[config.mk]
export PLATFORM = sky130hd
export DESIGN_NAME = positional_insert_delete_array_core
export DESIGN_NICKNAME = d
export VERILOG_FILES = /design/src/hw/rtl/pida_pkg.sv /design/src/hw/rtl/pida_ctrl.sv /design/src/hw/rtl/pida_dp.sv /design/src/hw/rtl/positional_insert_delete_array.sv
export SDC_FILE = /design/constraint.sdc
export NUM_CORES = 2
export LEC_CHECK = 0
export BUFFER_PORTS_ARGS = -buffer_cell sky130_fd_sc_hd__buf_2
export CAP_MARGIN = 25
export CORE_UTILIZATION = 30
export DETAILED_ROUTE_END_ITERATION = 7
export GPL_TIMING_DRIVEN = 0
export SYNTH_ARGS = -nofsm -noshare
export SYNTH_HDL_FRONTEND = slang
export SYNTH_SLANG_ARGS = --single-unit
[constraint.sdc]
create_clock -name clk -period 10.08 [get_ports clk]
set_clock_uncertainty 0.1 [all_clocks]
set_input_delay 0.504 -clock clk [delete_from_list [all_inputs] [get_ports clk]]
set_output_delay 0.504 -clock clk [all_outputs]
set_load 0.05 [all_outputs]
[src/hw/rtl/pida_pkg.sv]
// shared types and codes for the positional insert/delete array
// no dependencies
`timescale 1ns / 1ps

package pida_pkg;

	localparam int WordW = 32;

	typedef enum logic [1:0] {
		CMD_CLEAR   = 2'd0,
		CMD_INSERT  = 2'd1,
		CMD_DELETE  = 2'd2,
		CMD_DISPLAY = 2'd3
	} cmd_t;

	typedef enum logic [1:0] {
		ST_OK     = 2'd0,
		ST_FULL   = 2'd1,
		ST_EMPTY  = 2'd2,
		ST_BADPOS = 2'd3
	} status_t;

	typedef enum logic [1:0] {
		EDIT_NONE   = 2'd0,
		EDIT_CLEAR  = 2'd1,
		EDIT_INSERT = 2'd2,
		EDIT_DELETE = 2'd3
	} edit_t;

	typedef enum logic {
		S_IDLE = 1'b0,
		S_DISP = 1'b1
	} state_t;

	// controller to datapath
	typedef struct packed {
		edit_t   edit;
		logic    rd_pos;
		logic    rd_idx;
		logic    idx_load;
		logic    idx_inc;
		logic    out_load;
		status_t out_status;
		logic    out_use_rd;
		logic    out_last_rd;
	} dp_cmd_t;

	// datapath to controller
	typedef struct packed {
		logic empty;
		logic full;
		logic ins_bad;
		logic del_bad;
		logic rd_last;
	} dp_stat_t;

endpackage

[src/hw/rtl/pida_ctrl.sv]
// controller state machine for the positional insert/delete array
// depends on pida_pkg
`timescale 1ns / 1ps

module pida_ctrl (
	input  logic               clk,
	input  logic               arst_n,
	input  logic               start,
	input  logic [1:0]         cmd,
	input  pida_pkg::dp_stat_t stat,
	output pida_pkg::dp_cmd_t  ctl,
	output logic               busy
);
	import pida_pkg::*;

	state_t state_q;
	state_t state_d;
	cmd_t   cmd_c;

	assign cmd_c = cmd_t'(cmd);
	assign busy  = (state_q == S_DISP);

	always_ff @(posedge clk or negedge arst_n) begin
		if (!arst_n) begin
			state_q <= S_IDLE;
		end else begin
			state_q <= state_d;
		end
	end

	always_comb begin
		state_d         = state_q;
		ctl             = '0;
		ctl.edit        = EDIT_NONE;
		ctl.out_status  = ST_OK;
		unique case (state_q)
			S_IDLE: begin
				if (start) begin
					ctl.out_load = 1'b1;
					unique case (cmd_c)
						CMD_CLEAR: begin
							ctl.edit = EDIT_CLEAR;
						end
						CMD_INSERT: begin
							if (stat.full) begin
								ctl.out_status = ST_FULL;
							end else if (stat.ins_bad) begin
								ctl.out_status = ST_BADPOS;
							end else begin
								ctl.edit = EDIT_INSERT;
							end
						end
						CMD_DELETE: begin
							ctl.rd_pos = 1'b1;
							if (stat.empty) begin
								ctl.out_status = ST_EMPTY;
							end else if (stat.del_bad) begin
								ctl.out_status = ST_BADPOS;
							end else begin
								ctl.edit       = EDIT_DELETE;
								ctl.out_use_rd = 1'b1;
							end
						end
						CMD_DISPLAY: begin
							if (stat.empty) begin
								ctl.out_status = ST_EMPTY;
							end else begin
								// first entry goes out now, rest from the walk
								ctl.out_use_rd  = 1'b1;
								ctl.out_last_rd = 1'b1;
								if (!stat.rd_last) begin
									ctl.idx_load = 1'b1;
									state_d      = S_DISP;
								end
							end
						end
						default: begin
						end
					endcase
				end
			end
			S_DISP: begin
				ctl.rd_idx      = 1'b1;
				ctl.idx_inc     = 1'b1;
				ctl.out_load    = 1'b1;
				ctl.out_use_rd  = 1'b1;
				ctl.out_last_rd = 1'b1;
				if (stat.rd_last) begin
					state_d = S_IDLE;
				end
			end
			default: begin
				state_d = S_IDLE;
			end
		endcase
	end

	a_no_edit_in_walk: assert property (@(posedge clk) disable iff (!arst_n)
		(state_q == S_DISP) |-> (ctl.edit == EDIT_NONE))
		else $error("list edited during display walk");

	a_walk_ends_on_last: assert property (@(posedge clk) disable iff (!arst_n)
		(state_q == S_DISP && stat.rd_last) |=> (state_q == S_IDLE))
		else $error("display walk did not end after last entry");

endmodule

[src/hw/rtl/pida_dp.sv]
// datapath for the positional insert/delete array: entry cells, count,
// display index and result registers; depends on pida_pkg
`timescale 1ns / 1ps

module pida_dp #(
	parameter int DEPTH = 32
) (
	input  logic                clk,
	input  logic                arst_n,
	input  pida_pkg::dp_cmd_t   ctl,
	input  logic [4:0]          position,
	input  logic signed [31:0]  value,
	output pida_pkg::dp_stat_t  stat,
	output logic                done,
	output logic [1:0]          status,
	output logic signed [31:0]  data,
	output logic                last
);
	import pida_pkg::*;

	localparam int AW   = $clog2(DEPTH);
	localparam int CW   = $clog2(DEPTH + 1);
	localparam int CMPW = (CW > 5) ? CW : 5;

	logic signed [WordW-1:0] entry_q [DEPTH];
	logic [CW-1:0]           count_q;
	logic [AW-1:0]           idx_q;
	logic [AW-1:0]           rd_addr;
	logic signed [WordW-1:0] rd_data;
	logic [CMPW-1:0]         pos_c;
	logic [CMPW-1:0]         cnt_c;
	logic                    done_q;
	status_t                 status_q;
	logic signed [WordW-1:0] data_q;
	logic                    last_q;

	assign pos_c = CMPW'(position);
	assign cnt_c = CMPW'(count_q);

	always_comb begin
		if (ctl.rd_idx) begin
			rd_addr = idx_q;
		end else if (ctl.rd_pos) begin
			rd_addr = AW'(position);
		end else begin
			rd_addr = '0;
		end
	end

	assign rd_data = entry_q[rd_addr];

	assign stat.empty   = (count_q == '0);
	assign stat.full    = (count_q == CW'(DEPTH));
	assign stat.ins_bad = (pos_c > cnt_c);
	assign stat.del_bad = (pos_c >= cnt_c);
	assign stat.rd_last = ((CW'(rd_addr) + CW'(1)) == count_q);

	// each cell takes its own word, a neighbor or the new value
	for (genvar i = 0; i < DEPTH; i++) begin : g_cell
		localparam logic [CMPW-1:0] Idx = CMPW'(i);
		always_ff @(posedge clk) begin
			if (ctl.edit == EDIT_INSERT) begin
				if (Idx == pos_c) begin
					entry_q[i] <= value;
				end else if (Idx > pos_c) begin
					entry_q[i] <= entry_q[(i > 0) ? i - 1 : 0];
				end
			end else if (ctl.edit == EDIT_DELETE) begin
				if (Idx >= pos_c && i < DEPTH - 1) begin
					entry_q[i] <= entry_q[(i < DEPTH - 1) ? i + 1 : i];
				end
			end
		end
	end

	always_ff @(posedge clk or negedge arst_n) begin
		if (!arst_n) begin
			count_q <= '0;
			idx_q   <= '0;
			done_q  <= 1'b0;
		end else begin
			done_q <= ctl.out_load;
			case (ctl.edit)
				EDIT_CLEAR:  count_q <= '0;
				EDIT_INSERT: count_q <= count_q + CW'(1);
				EDIT_DELETE: count_q <= count_q - CW'(1);
				default:     count_q <= count_q;
			endcase
			if (ctl.idx_load) begin
				idx_q <= AW'(1);
			end else if (ctl.idx_inc) begin
				idx_q <= idx_q + AW'(1);
			end
		end
	end

	always_ff @(posedge clk) begin
		if (ctl.out_load) begin
			status_q <= ctl.out_status;
			data_q   <= ctl.out_use_rd ? rd_data : '0;
			last_q   <= ctl.out_last_rd ? stat.rd_last : 1'b1;
		end
	end

	assign done   = done_q;
	assign status = status_q;
	assign data   = data_q;
	assign last   = last_q;

	a_count_bound: assert property (@(posedge clk) disable iff (!arst_n)
		count_q <= CW'(DEPTH))
		else $error("entry count beyond depth");

	a_insert_grows: assert property (@(posedge clk) disable iff (!arst_n)
		(ctl.edit == EDIT_INSERT) |=> (count_q == $past(count_q) + CW'(1)))
		else $error("insert did not grow the count");

	a_delete_shrinks: assert property (@(posedge clk) disable iff (!arst_n)
		(ctl.edit == EDIT_DELETE) |=> (count_q == $past(count_q) - CW'(1)))
		else $error("delete did not shrink the count");

endmodule

[src/hw/rtl/positional_insert_delete_array.sv]
// the first result strobe of an accepted request comes in the cycle after it
// clear, insert and delete give one result each;
// a request may follow every cycle for those
// display of n entries gives n results on consecutive cycles, busy while the
// entries after the first are read; the entry read mux sets one entry per cycle
// reset clears the count and control; stored words are undefined until written
`timescale 1ns / 1ps

module positional_insert_delete_array_core #(
	parameter int DEPTH = 32
) (
	input  logic               clk,
	input  logic               arst_n,
	input  logic               start,
	output logic               busy,
	input  logic [1:0]         cmd,
	input  logic [4:0]         position,
	input  logic signed [31:0] value,
	output logic               done,
	output logic [1:0]         status,
	output logic signed [31:0] data,
	output logic               last
);
	import pida_pkg::*;

	dp_cmd_t  ctl;
	dp_stat_t stat;

	pida_ctrl u_ctrl (
		.clk    (clk),
		.arst_n (arst_n),
		.start  (start),
		.cmd    (cmd),
		.stat   (stat),
		.ctl    (ctl),
		.busy   (busy)
	);

	pida_dp #(
		.DEPTH (DEPTH)
	) u_dp (
		.clk      (clk),
		.arst_n   (arst_n),
		.ctl      (ctl),
		.position (position),
		.value    (value),
		.stat     (stat),
		.done     (done),
		.status   (status),
		.data     (data),
		.last     (last)
	);

endmodule

### Word level (Yosys, flattened, before mapping)

Memories as Yosys holds them, arrays and structs flattened. A register that Yosys moved wholly into a read port is not among the register bits.
Index checks and enable logic that the tools add are counted.

* flip-flop bits (word level): 16
* bits in writable memories: 1024
* bits of input ports: 42
* word-level logic and storage cells: 632
* memories: 1

Memories
* u_dp.entry_q: depth 32, bits a word 32, rd ports 33, clocked after Yosys merged registers in 1, write ports 32, line pida_dp.sv:25 `logic signed [WordW-1:0] entry_q [DEPTH];`

* $add $sub $neg: 4
* order comparisons: 65
* eq/ne operators: 39
* muxes and demuxes: 445
* bitwise logic cells: 65
* reductions and logical operators: 7

Operator list (number)
* $mux 32: 63
* $mux 1: 358
* $eq 5x5->1 const A: 16
* $gt 5x5->1 const A: 16
* $ge 5x5->1 const A: 15
* $or 1x1->1: 63
* $eq 4x5->1 const A: 8
* $ge 4x5->1 const A: 8
* $gt 4x5->1 const A: 8
* $mux 5: 5
* $eq 3x5->1 const A: 4
* $ge 3x5->1 const A: 4
* $gt 3x5->1 const A: 4
* $mux 2: 10
* $pmux 6 s3: 1
* $logic_not 6->1: 2
* $pmux 2 s3: 2
* $eq 2x5->1 const A: 2
* $ge 1x5->1 const A: 2
* $ge 2x5->1 const A: 2
* $gt 1x5->1 const A: 2
* $gt 2x5->1 const A: 2
* $eq 2x2->1 const B: 4
* $add 5x1->6 const B: 1
* other kinds (18): 23

### Logic depth before layout (Yosys ltp)

* word-level depth: 16
* mapped depth: 14
* mapped depth without buffers: 13

### By module

From an unflattened synthesis, not the netlist that was laid out.

* cells, all modules: 6192
* area total of the unflattened synthesis: 62782.7 um2

Modules (own cells, without submodules)
* pida_dp: times used 1, cells each 6163, area each 62571.3 um2, seq. area each 32100.8 um2
* pida_ctrl: times used 1, cells each 29, area each 211.5 um2, seq. area each 25.0 um2

### Worst setup path after synthesis

Ideal clock, no wire load.

* path type: input-to-reg
* start: in position[3]
* end: mem u_dp.entry_q[5][0], enable pin
* setup time: 0.461 ns
* arrival time: 4.953 ns
* data required time: 9.519 ns
* slack: 4.565 ns
* cell stages on the path: 9
* buffers on the path: 1
* path through: ha_1 a21o_1 a21oi_2 a211o_1 nand2_2 inv_1 nor2_1 buf_2 nor3_1

RTL lines
* start: declaration: line positional_insert_delete_array.sv:17 `input logic [4:0] position,`
* end: declaration: line pida_dp.sv:25

==> results by stage <==
Placed design:
- Timing analysis after detailed placement gives a worst setup slack of 4.71 ns.
- The last weighted congestion value of the routability-driven placer is 1.14.
- The number of buffer cells added on primary ports is 77.
- The half-perimeter wire length after placement is 221000 µm.
- In this run, placement finished with an instance count of 9160.
- The post-placement cell area is 67600 µm².

Synthesis:
- The synthesized netlist cell count is 6254.
- The sequential fraction of the synthesis area is 51.2%.
- The count of different cell masters after synthesis is 72.
- After Yosys synthesis, XOR and XNOR cells account for 0.182% of the synthesized area.
- The synthesized design contains 1072 register bits.
- Synthesis produced a netlist with a net count of 6308.
- The biggest area contributor in the post-synthesis netlist is edfxtp_1.
- Of all flip-flops after synthesis, the portion carrying an async set or reset was 1.21%.
- Summing the areas of all fa, ha and maj instances in the mapped netlist gives 0.251% of the synthesized area.
- Averaged over all synthesized cells, the footprint is 10.0 µm².
- The dominant combinational cell family by area after synthesis is multiplexers.
- In this run, synthesis inferred 1059 flip-flops with an integrated enable.
- The library cell with the highest instance count after synthesis is nand2_1.
- In the post-synthesis netlist, the biggest area contributors are edfxtp_1 51%, mux2i_1 14%, nand2_1 8.7%.
- In the synthesized netlist, the cells that appear most often are 1450 x nand2_1, 1059 x edfxtp_1, 897 x mux2i_1, 521 x nor2_1, 481 x a31oi_1.
- The portion of synthesized area spent on multiplexers is 16.6%.
- Among all flip-flop cells after synthesis, the most frequent one is edfxtp_1.
- Summing the areas of all compound-gate instances in the mapped netlist gives 13.1% of the synthesized area.
- During synthesis, Yosys emitted a total of 0 warnings.
- Summing every instance area after synthesis gives 62700 µm².
- The area share of and/or/nand/nor cells after synthesis is 14.1%.
- The top cell type by area accounts for 50.7% of the synthesized area.

Layout:
- The finished layout cell area is 71700 µm².
- The layout cell share with drive strength beyond 1 is 10.3%.
- For this run, the post-layout net count is 6558.
- The count of cells in the finished layout, fillers not included, comes to 9402.
- The area growth from synthesis to layout is 14.4%.

Clocking:
- The sink count of the clock tree is 1072.
- TritonCTS built the clock tree.
- The insertion delay to the later sink of the worst-skew pair is 0.79 ns.
- The total setup buffers inserted after CTS is 0.
- The number of clock buffers added by TritonCTS is 118.
- The number of resized instances in the post-cts repair step is 0.
- The maximum buffer depth of the clock tree is 3.
- The clock transition at the registers of the reported paths is 0.06 ns.
- In this run the number of H-tree levels came out at 3.
- In this run the clock root is driven by a clkbuf_16.

Worst setup path:
- The number of cells traversed by the worst register-to-register path is 12.
- The setup check on the worst reg-to-reg path leaves a slack of 4.69 ns.
- The endpoint type of the worst setup path is a flip-flop.
- The worst register-to-register path begins at u_dp.cnt_c[3].
- The worst setup path is of the flip-flop to flip-flop kind.
- The terminus of the critical flop-to-flop path is u_dp.entry_q[0][17].
- The required time of the worst setup path is 10.43 ns.
- STA classifies the critical path startpoint as a flip-flop.
- The top fanout value on the critical path is 34.
- The signal arrival time at the worst endpoint is 5.74 ns.

Timing:
- In the finished design, the share of the clock period the worst path needs comes to 53.5%.
- Subtracting the final worst setup slack from the clock period gives 5.39 ns.
- The number of pins exceeding their max-slew limit in the final report is 0.
- The measured slew at the worst slew-check pin is 1.29 ns.
- Setup repair after global routing left no endpoint under its margin.
- Derived from the worst setup path, the maximum achievable clock frequency is 186 MHz.
- The worst pin sits at a relative slew slack of 13.4%.
- The setup violation total in the final timing report is 0.
- The worst path meets setup with 4.69 ns of slack.
- Hold timing on the final database bottoms out at a slack of 0.0853 ns.
- The final-report hold violation count is 0.
- The total negative slack for setup checks is 0 ns.

Global routing:
- The number of global-route vias before repair is 50800.
- The global route total overflow is 0.
- The number of antenna violations at the first check in global routing is 5.
- The first-pass GRT wire length is 370000 µm.
- In the global route stage, overall resource usage came out at 24.4%.
- The largest net degree at the start of global routing is 37.

Die:
- The initial standard-cell utilization of the core is 30.2%.
- Measured along the y axis, the die boundary spans 459 µm.
- In this run the standard cell core region covers 207000 µm².
- The initialized floorplan defines 167 standard-cell rows.
- The horizontal die dimension is 459 µm.
- The total I/O pin count is 79.
- The die covers 211000 µm².

Pwr:
- The analysis attributes to cell leakage a power of 26.1 nW.
- The power density relative to cell area is 204 nW/µm².
- The worst supply voltage drop on vdd is 0.164 mV.

Routing:
- The final wirelength is 268000 µm.
- The number of remaining DRC errors is 0.
- After detailed routing, the average wire length per cell comes to 28.5 µm.
- The detail route stage leaves a number of antenna-violating nets equal to 0.
- Before antenna repair, the detailed router went through 8 iterations.
- The via density per instance is 5.78.
- After the first detailed-routing iteration, the DRC count stood at 9154.
- The detailed router placed 54300 vias in this run.

Flow run:
- Max-cap violations in this run came to 0.

Run status:
- The flow ran to the end, and the final reports show no timing, DRC or antenna violations.

Worst hold path:
- The min-delay analysis places its worst path in the category input port to async pin.
==> registers in the layout, indices dropped and copies added (netlist names) <==
| name | cells |
|---|---|
| u_ctrl.busy | 1 |
| u_dp.status | 2 |
| u_dp.data | 32 |
| u_dp.idx_q | 5 |
| u_dp.cnt_c | 6 |
| u_dp.entry_q | 1024 |
| u_dp.done | 1 |
| u_dp.last | 1 |
==> power breakdown <==
| part | switching, W | total, W | internal [W] |
|---|---|---|---|
| combinational | 0.00311 | 0.00440 | 0.00129 |
| sequential | 0.000286 | 0.00567 | 0.00538 |
| clock | 0.00197 | 0.00459 | 0.00262 |
==> routing by layer <==
metal	wire [µm]	vias to the layer above	GRT usage, %	part of all wire, %
met2	118000	3895	38.0	44
met3	31200	705	5.11	12
met5	122	-	0.344	0.046
li1	-	23500	-	-
met1	101000	26200	31.3	38
met4	17300	6	14.1	6.4
==> final cells by class <==
class	count	area, µm²
multi-input combinational	4585	28000
inverter	16	60.1
sequential	1072	32100
tap	2788	3490
clock inverter	81	817
fill	20700	136000
timing repair buffer	130	1310
antenna	8	20.0
clock buffer	141	3150
buffer	581	2780
==> metrics by stage <==
step / utilization [%] / total power (W)
after floorplan: - / 0.00814
after global placement: 32.1 / 0.00978
after detailed placement: 32.6 / 0.00991
after CTS: 34.5 / 0.0144
after global routing: 34.6 / 0.0149
final: 34.6 / 0.0147
==> kinds of logic (layout without fill, tap and decap cells) <==
group / count (synthesis) / after routing
flip-flops: 1072 / 1072
AO/OA/AOI/OAI: 1369 / 1369
AND/OR/NAND/NOR: 2166 / 2166
multiplexers: 1025 / 1025
other: 0 / 8
adder cells (fa/ha/maj): 12 / 12
buffers and inverters: 597 / 949
XOR/XNOR: 13 / 13
==> worst max-delay path by stage <==
stage | startpoint | slack, ns | cells after the start | end
after floorplan | position[3] | 4.57 | 9 | u_dp.entry_q[5][0]
after global placement | position[3] | 1.33 | 10 | u_dp.entry_q[5][18]
after detailed placement | position[4] | 4.71 | 12 | u_dp.entry_q[0][17]
after CTS | u_dp.cnt_c[3] | 4.74 | 12 | u_dp.entry_q[0][17]
after global routing | u_dp.cnt_c[3] | 4.56 | 12 | u_dp.entry_q[0][17]
final | u_dp.cnt_c[3] | 4.69 | 12 | u_dp.entry_q[0][17]
==> layout by cell type, fill, tap and decap left out, types with 123 or more instances in the layout <==
cell / count
nor2_1: 500
clkbuf_1: 377
o22ai_1: 289
a31oi_1: 481
nand2_1: 1449
mux2i_1: 897
o21ai_0: 310
edfxtp_1: 1059
clkbuf_16: 123
buf_2: 207
==> worst max-delay path: stages (launching register included) <==
cell and delay, ns:
dfrtp_1 0.47, inv_1 0.13, ha_1 0.32, a21o_1 0.18, a21oi_2 0.34, a211o_1 0.35
nand2_2 0.32, inv_2 0.71, nor2_1 0.29, buf_2 0.40, nor3_2 0.90, buf_6 0.28
buf_4 0.23
==> what timing repair did <==
action	4_1_cts	5_1_grt
endpoints found under the hold margin	13	0
endpoints found under the setup margin	0	0
hold buffers	1	0
(Power assumes the default switching activity.)
